--- src/u8d_pkg.sv ---
`timescale 1ns / 1ps
// ----------------------------------------------------------------------------
// UTF-8 decoder package
// Types and constants shared by the decode step and the top level.
// ----------------------------------------------------------------------------
package u8d_pkg;

   // Length of the multi-byte sequence that is being gathered.
   localparam logic [2:0] SEQ_NONE = 3'd0;
   localparam logic [2:0] SEQ_LEN2 = 3'd2;
   localparam logic [2:0] SEQ_LEN3 = 3'd3;
   localparam logic [2:0] SEQ_LEN4 = 3'd4;

   // Smallest scalar value that each sequence length may legally carry.
   localparam logic [20:0] MIN_LEN2 = 21'h00080;
   localparam logic [20:0] MIN_LEN3 = 21'h00800;
   localparam logic [20:0] MIN_LEN4 = 21'h10000;

   // Upper end of the Unicode range and the surrogate block.
   localparam logic [20:0] CP_MAX        = 21'h10FFFF;
   localparam logic [20:0] SURROGATE_LO  = 21'h00D800;
   localparam logic [20:0] SURROGATE_HI  = 21'h00DFFF;

   localparam logic [15:0] STORE_LIMIT_RESET = 16'd512;

   // Pending sequence held between bytes.
   typedef struct packed {
      logic [20:0] partial_value;
      logic [2:0]  sequence_length;
      logic [1:0]  bytes_taken;
   } dec_state_type;

   // One result as it leaves the block.
   typedef struct packed {
      logic        has_codepoint;
      logic [20:0] codepoint;
      logic [15:0] codepoint_index;
      logic        string_done;
      logic [15:0] total_codepoints;
      logic [15:0] bad_bytes;
   } result_type;

endpackage

--- src/u8d_step.sv ---
`timescale 1ns / 1ps
// ----------------------------------------------------------------------------
// UTF-8 decode step
// Combinational next-state and result logic for one byte of the stream.
// ----------------------------------------------------------------------------
module u8d_step #(
   parameter int COUNT_BITS = 16
) (
   input  logic [7:0]              text_byte,
   input  u8d_pkg::dec_state_type  dec_cur,
   input  logic [COUNT_BITS-1:0]   cp_count,
   input  logic [COUNT_BITS-1:0]   bad_count,
   input  logic [15:0]             store_limit,
   output u8d_pkg::dec_state_type  dec_nxt,
   output logic [COUNT_BITS-1:0]   cp_count_nxt,
   output logic [COUNT_BITS-1:0]   bad_count_nxt,
   output logic                    res_valid,
   output u8d_pkg::result_type     result
);
   import u8d_pkg::*;

   localparam int CMP_W = (COUNT_BITS > 16) ? COUNT_BITS : 16;

   logic        is_zero;
   logic        is_cont;
   logic        ascii;
   logic        lead_bad;
   logic [2:0]  lead_len;
   logic [20:0] lead_bits;
   logic [20:0] new_partial;
   logic [2:0]  taken_inc;
   logic [20:0] min_value;
   logic        value_ok;
   logic [2:0]  bad_k;
   logic        cp_take;
   logic [20:0] cp_value;
   logic        index_ok;
   logic [COUNT_BITS-1:0] bad_sum;

   // Adds a small amount to a counter, holding at all ones.
   function automatic logic [COUNT_BITS-1:0] sat_add(input logic [COUNT_BITS-1:0] c,
                                                     input logic [2:0] k);
      logic [COUNT_BITS:0] s;
      s = {1'b0, c} + {{(COUNT_BITS - 2){1'b0}}, k};
      return s[COUNT_BITS] ? '1 : s[COUNT_BITS-1:0];
   endfunction

   assign is_zero     = (text_byte == 8'h00);
   assign is_cont     = (text_byte[7:6] == 2'b10);
   assign new_partial = {dec_cur.partial_value[14:0], text_byte[5:0]};
   assign taken_inc   = {1'b0, dec_cur.bytes_taken} + 3'd1;

   // Classify the byte as a lead byte.
   always_comb begin
      ascii     = 1'b0;
      lead_bad  = 1'b0;
      lead_len  = SEQ_NONE;
      lead_bits = '0;
      case (text_byte) inside
         [8'h01:8'h7F]: begin
            ascii = 1'b1;
         end
         [8'hC0:8'hDF]: begin
            lead_len  = SEQ_LEN2;
            lead_bits = {16'd0, text_byte[4:0]};
         end
         [8'hE0:8'hEF]: begin
            lead_len  = SEQ_LEN3;
            lead_bits = {17'd0, text_byte[3:0]};
         end
         [8'hF0:8'hF7]: begin
            lead_len  = SEQ_LEN4;
            lead_bits = {18'd0, text_byte[2:0]};
         end
         default: begin
            lead_bad = 1'b1;
         end
      endcase
   end

   // Legal range check for a completed sequence.
   always_comb begin
      case (dec_cur.sequence_length)
         SEQ_LEN2: min_value = MIN_LEN2;
         SEQ_LEN3: min_value = MIN_LEN3;
         default:  min_value = MIN_LEN4;
      endcase
   end

   assign value_ok = (new_partial >= min_value) && (new_partial <= CP_MAX) &&
                     !((new_partial >= SURROGATE_LO) && (new_partial <= SURROGATE_HI));

   // Sequence tracking: start, continue, complete or abandon a sequence.
   always_comb begin
      dec_nxt  = dec_cur;
      bad_k    = 3'd0;
      cp_take  = 1'b0;
      cp_value = '0;
      if (is_zero) begin
         dec_nxt = '0;
         if (dec_cur.sequence_length != SEQ_NONE) begin
            bad_k = {1'b0, dec_cur.bytes_taken};
         end
      end else if ((dec_cur.sequence_length == SEQ_NONE) || !is_cont) begin
         // Held bytes of a broken sequence are bad; the byte starts afresh.
         dec_nxt = '0;
         if (dec_cur.sequence_length != SEQ_NONE) begin
            bad_k = {1'b0, dec_cur.bytes_taken};
         end
         if (ascii) begin
            cp_take  = 1'b1;
            cp_value = {13'd0, text_byte};
         end else if (lead_bad) begin
            bad_k = bad_k + 3'd1;
         end else begin
            dec_nxt.partial_value   = lead_bits;
            dec_nxt.sequence_length = lead_len;
            dec_nxt.bytes_taken     = 2'd1;
         end
      end else if (taken_inc < dec_cur.sequence_length) begin
         dec_nxt.partial_value = new_partial;
         dec_nxt.bytes_taken   = taken_inc[1:0];
      end else begin
         dec_nxt = '0;
         if (value_ok) begin
            cp_take  = 1'b1;
            cp_value = new_partial;
         end else begin
            bad_k = dec_cur.sequence_length;
         end
      end
   end

   assign bad_sum  = sat_add(bad_count, bad_k);
   assign index_ok = CMP_W'(cp_count) < CMP_W'(store_limit);

   // Counters and the result item.
   always_comb begin
      res_valid     = 1'b0;
      result        = '0;
      bad_count_nxt = bad_sum;
      cp_count_nxt  = cp_take ? sat_add(cp_count, 3'd1) : cp_count;
      if (is_zero) begin
         res_valid               = 1'b1;
         result.string_done      = 1'b1;
         result.total_codepoints = 16'(cp_count);
         result.bad_bytes        = 16'(bad_sum);
         bad_count_nxt           = '0;
         cp_count_nxt            = '0;
      end else if (cp_take && index_ok) begin
         res_valid              = 1'b1;
         result.has_codepoint   = 1'b1;
         result.codepoint       = cp_value;
         result.codepoint_index = 16'(cp_count);
      end
   end

endmodule

--- src/utf8_validating_decoder.sv ---
`timescale 1ns / 1ps
// ----------------------------------------------------------------------------
// UTF-8 validating decoder
// Decodes a zero-terminated UTF-8 byte stream, one byte per request, giving
// one response per stored code point and a summary response at the end.
// ----------------------------------------------------------------------------
//
//  Channel   Direction  Ports                              Carries
//  req       in         req_valid, req_stall, req_text_byte  one raw byte
//  rsp       out        rsp_valid, rsp_stall, rsp_*            code point or summary
//  csr       in         csr_write_enable, csr_write_data       store_limit
//
//  One byte is accepted in every cycle in which req_stall is low; the decode
//  of a byte is a single pass of logic between the state registers and the
//  response register, or the skid register while the output is stalled.
//  A skid register behind the response register takes one response while
//  the output is stalled; req_stall rises only while the skid register is full.
//  Reset is synchronous and clears the decode state, the counters and
//  store_limit (to 512); no clearing pass is needed.
//
module utf8_validating_decoder #(
   parameter int COUNT_BITS = 16
) (
   input  logic        clock,
   input  logic        reset,
   // Byte requests
   input  logic        req_valid,
   output logic        req_stall,
   input  logic [7:0]  req_text_byte,
   // Responses
   output logic        rsp_valid,
   input  logic        rsp_stall,
   output logic        rsp_has_codepoint,
   output logic [20:0] rsp_codepoint,
   output logic [15:0] rsp_codepoint_index,
   output logic        rsp_string_done,
   output logic [15:0] rsp_total_codepoints,
   output logic [15:0] rsp_bad_bytes,
   // Configuration
   input  logic        csr_write_enable,
   input  logic [15:0] csr_write_data
);
   import u8d_pkg::*;

   dec_state_type         dec_ff, dec_in;
   logic [COUNT_BITS-1:0] cp_count_ff, cp_count_in;
   logic [COUNT_BITS-1:0] bad_count_ff, bad_count_in;
   logic [15:0]           store_limit_ff;

   logic                  out_valid_ff, out_valid_in;
   result_type            out_ff, out_in;
   logic                  skid_valid_ff, skid_valid_in;
   result_type            skid_ff, skid_in;

   logic                  accept_in;
   logic                  out_take;
   logic                  step_valid;
   result_type            step_result;
   logic                  res_valid;

   assign req_stall = skid_valid_ff;
   assign accept_in = req_valid && !req_stall;
   assign out_take  = out_valid_ff && !rsp_stall;
   assign res_valid = accept_in && step_valid;

   // Per-byte decode logic.
   u8d_step #(
      .COUNT_BITS (COUNT_BITS)
   ) u_step (
      .text_byte     (req_text_byte),
      .dec_cur       (dec_ff),
      .cp_count      (cp_count_ff),
      .bad_count     (bad_count_ff),
      .store_limit   (store_limit_ff),
      .dec_nxt       (dec_in),
      .cp_count_nxt  (cp_count_in),
      .bad_count_nxt (bad_count_in),
      .res_valid     (step_valid),
      .result        (step_result)
   );

   // Decode state and counters advance on every accepted request.
   always_ff @(posedge clock) begin
      if (reset) begin
         dec_ff       <= '0;
         cp_count_ff  <= '0;
         bad_count_ff <= '0;
      end else if (accept_in) begin
         dec_ff       <= dec_in;
         cp_count_ff  <= cp_count_in;
         bad_count_ff <= bad_count_in;
      end
   end

   // Configuration register.
   always_ff @(posedge clock) begin
      if (reset) begin
         store_limit_ff <= STORE_LIMIT_RESET;
      end else if (csr_write_enable) begin
         store_limit_ff <= csr_write_data;
      end
   end

   // Response register and skid register steering.
   always_comb begin
      out_valid_in  = out_valid_ff;
      out_in        = out_ff;
      skid_valid_in = skid_valid_ff;
      skid_in       = skid_ff;
      if (!out_valid_ff || out_take) begin
         if (skid_valid_ff) begin
            out_valid_in  = 1'b1;
            out_in        = skid_ff;
            skid_valid_in = 1'b0;
         end else begin
            out_valid_in = res_valid;
            out_in       = step_result;
         end
      end else if (res_valid) begin
         skid_valid_in = 1'b1;
         skid_in       = step_result;
      end
   end

   always_ff @(posedge clock) begin
      if (reset) begin
         out_valid_ff  <= 1'b0;
         skid_valid_ff <= 1'b0;
      end else begin
         out_valid_ff  <= out_valid_in;
         skid_valid_ff <= skid_valid_in;
      end
   end

   always_ff @(posedge clock) begin
      out_ff  <= out_in;
      skid_ff <= skid_in;
   end

   assign rsp_valid            = out_valid_ff;
   assign rsp_has_codepoint    = out_ff.has_codepoint;
   assign rsp_codepoint        = out_ff.codepoint;
   assign rsp_codepoint_index  = out_ff.codepoint_index;
   assign rsp_string_done      = out_ff.string_done;
   assign rsp_total_codepoints = out_ff.total_codepoints;
   assign rsp_bad_bytes        = out_ff.bad_bytes;

`ifndef SYNTHESIS
   // The skid register only fills behind a full response register.
   a_skid_behind_out: assert property (@(posedge clock) disable iff (reset)
      skid_valid_ff |-> out_valid_ff)
      else $error("skid register full while response register is empty");

   // A pending sequence always holds at least one byte and fewer than its length.
   a_pending_shape: assert property (@(posedge clock) disable iff (reset)
      (dec_ff.sequence_length != SEQ_NONE) |->
         ((dec_ff.bytes_taken != 2'd0) &&
          ({1'b0, dec_ff.bytes_taken} < dec_ff.sequence_length)))
      else $error("pending sequence state is inconsistent");

   // The terminating zero byte clears the decode state and both counters.
   a_end_clears: assert property (@(posedge clock) disable iff (reset)
      (accept_in && (req_text_byte == 8'h00)) |=>
         ((dec_ff == '0) && (cp_count_ff == '0) && (bad_count_ff == '0)))
      else $error("state not cleared after end of string");

   // A summary response never carries a code point.
   a_done_exclusive: assert property (@(posedge clock) disable iff (reset)
      (out_valid_ff && out_ff.string_done) |->
         (!out_ff.has_codepoint && (out_ff.codepoint == '0)))
      else $error("summary response carries a code point");
`endif

endmodule
--- config.mk ---
export PLATFORM = sky130hd
export DESIGN_NAME = utf8_validating_decoder
export DESIGN_NICKNAME = d
export VERILOG_FILES = /design/src/u8d_pkg.sv /design/src/u8d_step.sv /design/src/utf8_validating_decoder.sv
export SDC_FILE = /design/constraint.sdc
export NUM_CORES = 1
export LEC_CHECK = 0
export CAP_MARGIN = 20
export CELL_PAD_IN_SITES_DETAIL_PLACEMENT = 1
export CELL_PAD_IN_SITES_GLOBAL_PLACEMENT = 1
export CORE_MARGIN = 2
export CORE_UTILIZATION = 38
export CTS_CLUSTER_SIZE = 8
export DETAILED_ROUTE_END_ITERATION = 6
export DONT_BUFFER_PORTS = 1
export PLACE_DENSITY = 0.75
export RECOVER_POWER = 25
export SYNTH_ARGS = -nofsm -noshare
export SYNTH_HDL_FRONTEND = slang
export SYNTH_SLANG_ARGS = --single-unit
export TNS_END_PERCENT = 1
--- constraint.sdc ---
create_clock -name clock -period 9.6 [get_ports clock]
set_input_delay 0 -clock clock [delete_from_list [all_inputs] [get_ports clock]]
set_output_delay 0 -clock clock [all_outputs]
set_load 0.03 [all_outputs]
* After elaboration in Yosys (flattened, before gate mapping)
Index checks and enable logic that the tools add are counted.
** Word-level totals
- Input bits :: 29
- Bits in latches :: 0
- Bits in read-only memories :: 0
- Output and inout bits :: 73
- Flip-flop bits (word level) :: 212
- Memories kept :: 0
- RAM bits :: 0
** Cells by class
- Divide/modulo/power cells :: 0
- Reductions and logical operators :: 26
- Eq/ne operators :: 4
- Shift operators :: 0
- $add $sub $neg :: 4
- $mul :: 0
- Bitwise gates (word level) :: 1
- Mux-type cells :: 51
- Magnitude comparators :: 14
** Operator list (number)
- 2-to-1 mux 16 bit :: 5
- 2-to-1 mux 20 bit :: 4
- 2-to-1 mux 38 bit :: 2
- 2-to-1 mux 71 bit :: 1
- 2-to-1 mux 21 bit :: 3
- 2-to-1 mux 15 bit :: 3
- 2-to-1 mux 3 bit :: 14
- case mux 17 bit (2 select lines) :: 1
- 2-to-1 mux 33 bit :: 1
- >= comparator 8 bit, second input constant :: 3
- less-or-equal comparator 8 bit, second input constant :: 3
- >= comparator 21 x 16 -> 1 bit, second input constant :: 1
- >= comparator 21 x 17 -> 1 bit :: 1
- less-or-equal comparator 21 x 16 -> 1 bit, second input constant :: 1
- less-or-equal comparator 21 bit, second input constant :: 1
- adder 16 x 1 -> 17 bit, second input constant :: 1
- adder 16 x 3 -> 17 bit :: 1
- less-than comparator 16 bit :: 1
- 2-to-1 mux 1 bit :: 13
- logical AND 1 bit :: 11
- >= comparator 8 x 1 -> 1 bit, second input constant :: 1
- less-or-equal comparator 8 x 7 -> 1 bit, second input constant :: 1
- logical NOT 8 bit :: 1
- 2-to-1 mux 8 bit :: 1
- other kinds (16) :: 25

* Logic depth before layout (Yosys ltp)
- Word-level depth :: 14
- Gate-level depth with buffers :: 20
- Depth with buffers taken out :: 19

* Modules after synthesis
Synthesis repeated with hierarchy kept, for this count alone.
** Unflattened totals
- Cell total of the unflattened synthesis :: 929
- Area total of the unflattened synthesis :: 10257.3 µm²
** By module, submodules not included
- utf8_validating_decoder :: times used 1, area an instance 7743.7 µm², cells each 533
- u8d_step :: times used 1, area an instance 2513.7 µm², cells each 396

* Worst setup path before layout
OpenSTA, ideal clock, no wires.
- Kind :: reg-to-reg
- From :: register out_valid_ff (netlist: rsp_valid)
- To :: register skid_ff[0] (netlist bit), enable pin
- Buffers on the path :: 0
- Data arrival time :: 7533 ps
- Slack :: 1461 ps
- Required time :: 8994 ps
- Stages on the path, launching flop included :: 3
- Clock period less this slack :: 8139 ps
- Setup time :: 606 ps
- Path through :: dfxtp_1 -> nand2_1 -> a211oi_1
** Between the ends
- Longest elaborated chain between the ends :: 4
- Elaborated cells between the ends (all ways) :: 5
** Ends and longest elaborated chain
- start: declaration :: RTL line utf8_validating_decoder.sv:50 : logic out_valid_ff, out_valid_in;
- start signal: assignment :: RTL line utf8_validating_decoder.sv:130 : out_valid_ff <= out_valid_in;
- logical NOT 1 bit / logical AND 1 bit (equally long branches) :: RTL line utf8_validating_decoder.sv:110, utf8_validating_decoder.sv:63
- logical OR 1 bit (*) :: RTL line utf8_validating_decoder.sv:110 : if (!out_valid_ff || out_take) begin
- NOT 1 bit (no source line) (*)
- AND reduction 2 bit (no source line) (*)
- end signal: assignment :: RTL line utf8_validating_decoder.sv:137 : skid_ff <= skid_in;
- end: declaration :: RTL line utf8_validating_decoder.sv:53 : result_type skid_ff, skid_in;
Every way passes the cells marked *; elsewhere a longest branch is shown, timed or not.
A chain may end at the register's enable or synchronous reset.

==> summary by stage <==
Clock network
Clock latency on the worst-skew pair, taken at its later pin, is 0.56 ns. The CTS tree is yes. The total clock buffers created by CTS is 30. The number of clock sinks seen by CTS is 212. The tree is rooted in a clkbuf_16. Clock-pin slew was measured on the worst setup and hold paths at 0.06 ns.

After clock tree synthesis, the repair step resized 0 gates. The H-tree depth is 1. No sink is reached through more buffers than the 3 on the longest clock path.

Synth
The share of the synthesized area in the top cell type is 0.429. In this run, distinct cell masters in the synthesized netlist total 65. After synthesis, the largest family of logic cells by area is simple AND/OR/NAND/NOR gates. The share of synthesized cell area in full adder, half adder and majority cells is 0.0348. The register bit total from synthesis is 212. For this run, asynchronously set or reset flops after synthesis account for 0. The synthesized netlist cell count is 948. The post-synthesis net count is 1004. The number of enable-type register cells in the synthesized netlist is 142. The multiplexer fraction of the synthesized cell area is 0.0316. In this run the cell area of the synthesized design comes to 9930 um2. Sorting the synthesized cells by area gives the leading types as edfxtp_1, dfxtp_1, nand2_1. Yosys printed 0 warnings. The xor-xnor portion of the synthesized cell area is 0.00970.

The simple-gate share of the synthesized area is 0.168. The dominant cell type by area after synthesis is edfxtp_1. The fraction of the yosys area taken by sequential cells is 0.570. The compound-cell area share of the yosys netlist is 0.140.

The most used flip-flop cell after synthesis is edfxtp_1. The average cell area after synthesis is 10.5 um2.

STA
The hold violation total from the final report was 0. The final period demand of the worst path is 5.39 ns. On the final layout, the worst clock skew is 0.0125 ns. The final critical-path share of the clock period is 0.562. In this run the tightest slew margin relative to its limit is -0.946. The highest achievable clock rate is 185 MHz. The max-slew violation count is 103. Setup repair after global routing left no endpoint under its margin. Setup violations remaining at the end of the flow were counted as 0. The final-layout setup total negative slack is 0 ns. At the pin with the least slew margin, the transition time is 2.92 ns.

Critical path
The largest driver fanout on the critical path is 17. The worst setup path is captured at a flip-flop. The required arrival time at the worst endpoint is 10.03 ns.

Data on the critical path arrives at its endpoint at 5.83 ns. The worst setup path is launched from a flip-flop. The setup path with the least slack is of type reg2reg.

Power
Of the total power, the clock network draws 0.475. The net switching power is 0.477 mW. The total power after layout is 2.09 mW. Cell internal power was estimated by the tool at 1.62 mW.

The analysis attributes to cell leakage a power of 4.30 nW. IR analysis of the VDD net gives a maximum drop of 117 uV. The share of total power dissipated in sequential elements is 0.485. The power density over the cells is 181 nW/um2. Of the total power, combinational logic draws 0.040. Of the total power, the share spent switching nets is 0.228.

Flow run
Max-cap violations in this run came to 2.

Placed design
The count of buffers from port buffering is 0. The global placer's final weighted congestion is 0.878. The HPWL reported at the end of detailed placement is 18000 um.

Drt
The first detailed-routing pass ran for 4 iterations. The post-detailed-route count of antenna-violating nets is 0. The routed layout has 7346 vias. For this run, design rule violations remaining after detail routing come to 0. After detailed routing, the average wire length per cell comes to 20.8 um. The routed design has 27900 um of wire.

In the routed layout, each cell is associated on average with a via count of 5.47. After the first detailed-routing iteration, the DRC count stood at 500.

Cells and area
0 antenna diodes ended up in the layout. Compared with the post-synthesis result, the final layout area differs by 16.7%. The final layout net count is 1043. The ratio of cells with drive above 1 in the final layout is 0.0704.

Floorplan
The die area is 27400 um2. The initialized floorplan defines 59 standard-cell rows. For this configuration, the core starts out at a cell density of 0.384. The core region is 25800 um2.

For this design the top-level I/O count stands at 102. The chip width is 166 um. The die outline height is 166 um.

GRT
The via count of the first global-routing pass is 7746. The first global-routing pass estimated 44500 um of wire. The initial antenna violation count is 1. For this run, the total global-route usage over all layers was measured as 0.203. Entering global routing, the biggest net connects 77 pins.

The total overflow left after global routing is 0.

Outcome
The final reports fail on capacitance limit, slew limit. The run finished, with violations left.

Hold path
The class of the tightest hold or removal check is in2reg.
-- power by group through the flow --
stage | Sequential, mW | Combinational [mW] | Clock (mW)
final | 1.01 | 0.0843 | 0.994
after global routing | 1.02 | 0.0936 | 1.05
after CTS | 1.01 | 0.0842 | 1.02
after detailed placement | 1.03 | 0.0567 | 0
after global placement | 1.03 | 0.0542 | 0
after floorplan | 1.03 | 0.0503 | 0
-- critical path, cell delays in order, from the launching register on --
cell	delay [ns]
dfxtp_1	0.42
inv_1	0.11
nor3_1	0.16
ha_1	0.17
or4b_2	0.58
a211oi_1	0.32
nor2_1	0.08
o21bai_2	0.18
nor2b_1	0.28
a21o_1	0.17
ha_1	0.16
inv_1	0.06
fa_1	0.41
nand2b_1	0.21
a2111oi_2	0.62
nand3_1	0.70
a21oi_1	0.42
mux2_2	0.23
-- layer usage --
layer / vias to the layer above / global-route usage / part of all wire
li1: 3482 / - / -
met1: 3635 / 0.258 / 0.43
met2: 180 / 0.355 / 0.50
met3: 49 / 0.0363 / 0.051
met4: 0 / 0.0541 / 0.024
met5: - / 0 / 0
-- final cells by class --
type                       instances  area [um2]
clock buffer                      52         855
clock inverter                     1        30.0
fill                            2835       14200
inverter                          48         180
multi-input combinational        632        3840
sequential                       212        5670
tap                              335         419
timing repair buffer              63         601
-- synthesized netlist by cell type, drive strengths merged (4+ instances only) --
master,count
nand2,151
edfxtp,142
nor2,93
dfxtp,70
a21oi,48
inv,48
o21ai,44
clkbuf,42
and2,38
o31ai,28
ha,26
nand3,20
mux2i,19
a22oi,15
buf,14
nor3,14
a211oi,11
mux2,11
nand4,11
and3,9
or3,8
a21o,7
o211ai,6
xnor2,6
nand2b,5
nor2b,5
xor2,5
or4,4
-- what timing repair did --
action                                 CTS  global route
hold buffers                            55             0
buffers inserted                         0             0
endpoints found under the hold margin   77             0
-- cell families (layout without fill, tap and decap cells) --
logic type,count (synthesis),in the layout
fa+ha+maj,27,27
compound gates,196,196
simple gates,368,368
buf+inv,104,164
xor+xnor,11,11
mux,30,30
flops,212,212
-- final timing paths --
check	startpoint	endpoint	slack, ns	cells past startpoint
worst max register to register	dec_ff[3]	rsp_bad_bytes[10]	4.21	17
worst min-delay path	req_text_byte[7]	skid_ff[0]	0.06	5
worst max-delay path	dec_ff[3]	rsp_bad_bytes[10]	4.21	17
worst min register to register	bad_count_ff[2]	bad_count_ff[2]	0.47	2
-- flip-flops by register name, indices dropped and copies added (netlist names) --
name and flops:
req_stall 1, rsp_bad_bytes 16, dec_ff 20, rsp_codepoint_index 16
rsp_total_codepoints 16, bad_count_ff 16, rsp_codepoint 21, skid_ff 71
store_limit_ff 16, rsp_string_done 1, cp_count_ff 16, rsp_valid 1
rsp_has_codepoint 1
-- through the flow --
stage,utilization,worst slack (ns),instance area (um2),instances,hold slack [ns]
after floorplan,-,1.46,9930,948,0.130
after global placement,0.393,4.47,10200,1235,0.0772
after global routing,0.449,3.76,11600,1343,0.100
after CTS,0.450,4.24,11600,1343,0.0421
after detailed placement,0.393,4.32,10200,1235,0.0795
final,0.449,4.21,11600,1343,0.0561
-- cell usage in the layout (no fill, tap or decap), types with 4 or more instances in the layout --
| cell | netlist | final |
|---|---|---|
| clkbuf_1 | 41 | 23 |
| or3_1 | 8 | 8 |
| nand2_1 | 151 | 150 |
| nor3_1 | 14 | 14 |
| nor2_1 | 93 | 93 |
| mux2i_1 | 19 | 19 |
| edfxtp_1 | 142 | 142 |
| and2_1 | 37 | 25 |
| and2_0 | 1 | 13 |
| nand4_1 | 11 | 11 |
| mux2_2 | 11 | 11 |
| a211oi_1 | 11 | 10 |
| xor2_1 | 5 | 5 |
| or4_1 | 4 | 4 |
| ha_1 | 26 | 26 |
| o31ai_4 | 6 | 6 |
| nand2b_1 | 5 | 5 |
| a22oi_1 | 15 | 15 |
| a21o_1 | 7 | 7 |
| and3_1 | 9 | 9 |
| nand3_1 | 20 | 20 |
| o21ai_0 | 40 | 40 |
| inv_1 | 46 | 46 |
| a21oi_1 | 48 | 48 |
| buf_4 | 0 | 7 |
| o31ai_1 | 22 | 22 |
| xnor2_1 | 6 | 6 |
| dfxtp_1 | 70 | 69 |
| o211ai_1 | 6 | 6 |
| clkbuf_16 | 0 | 31 |
| nor2b_1 | 5 | 5 |
| dlygate4sd3_1 | 0 | 54 |
Note: power is estimated with default switching activity, not from simulation.
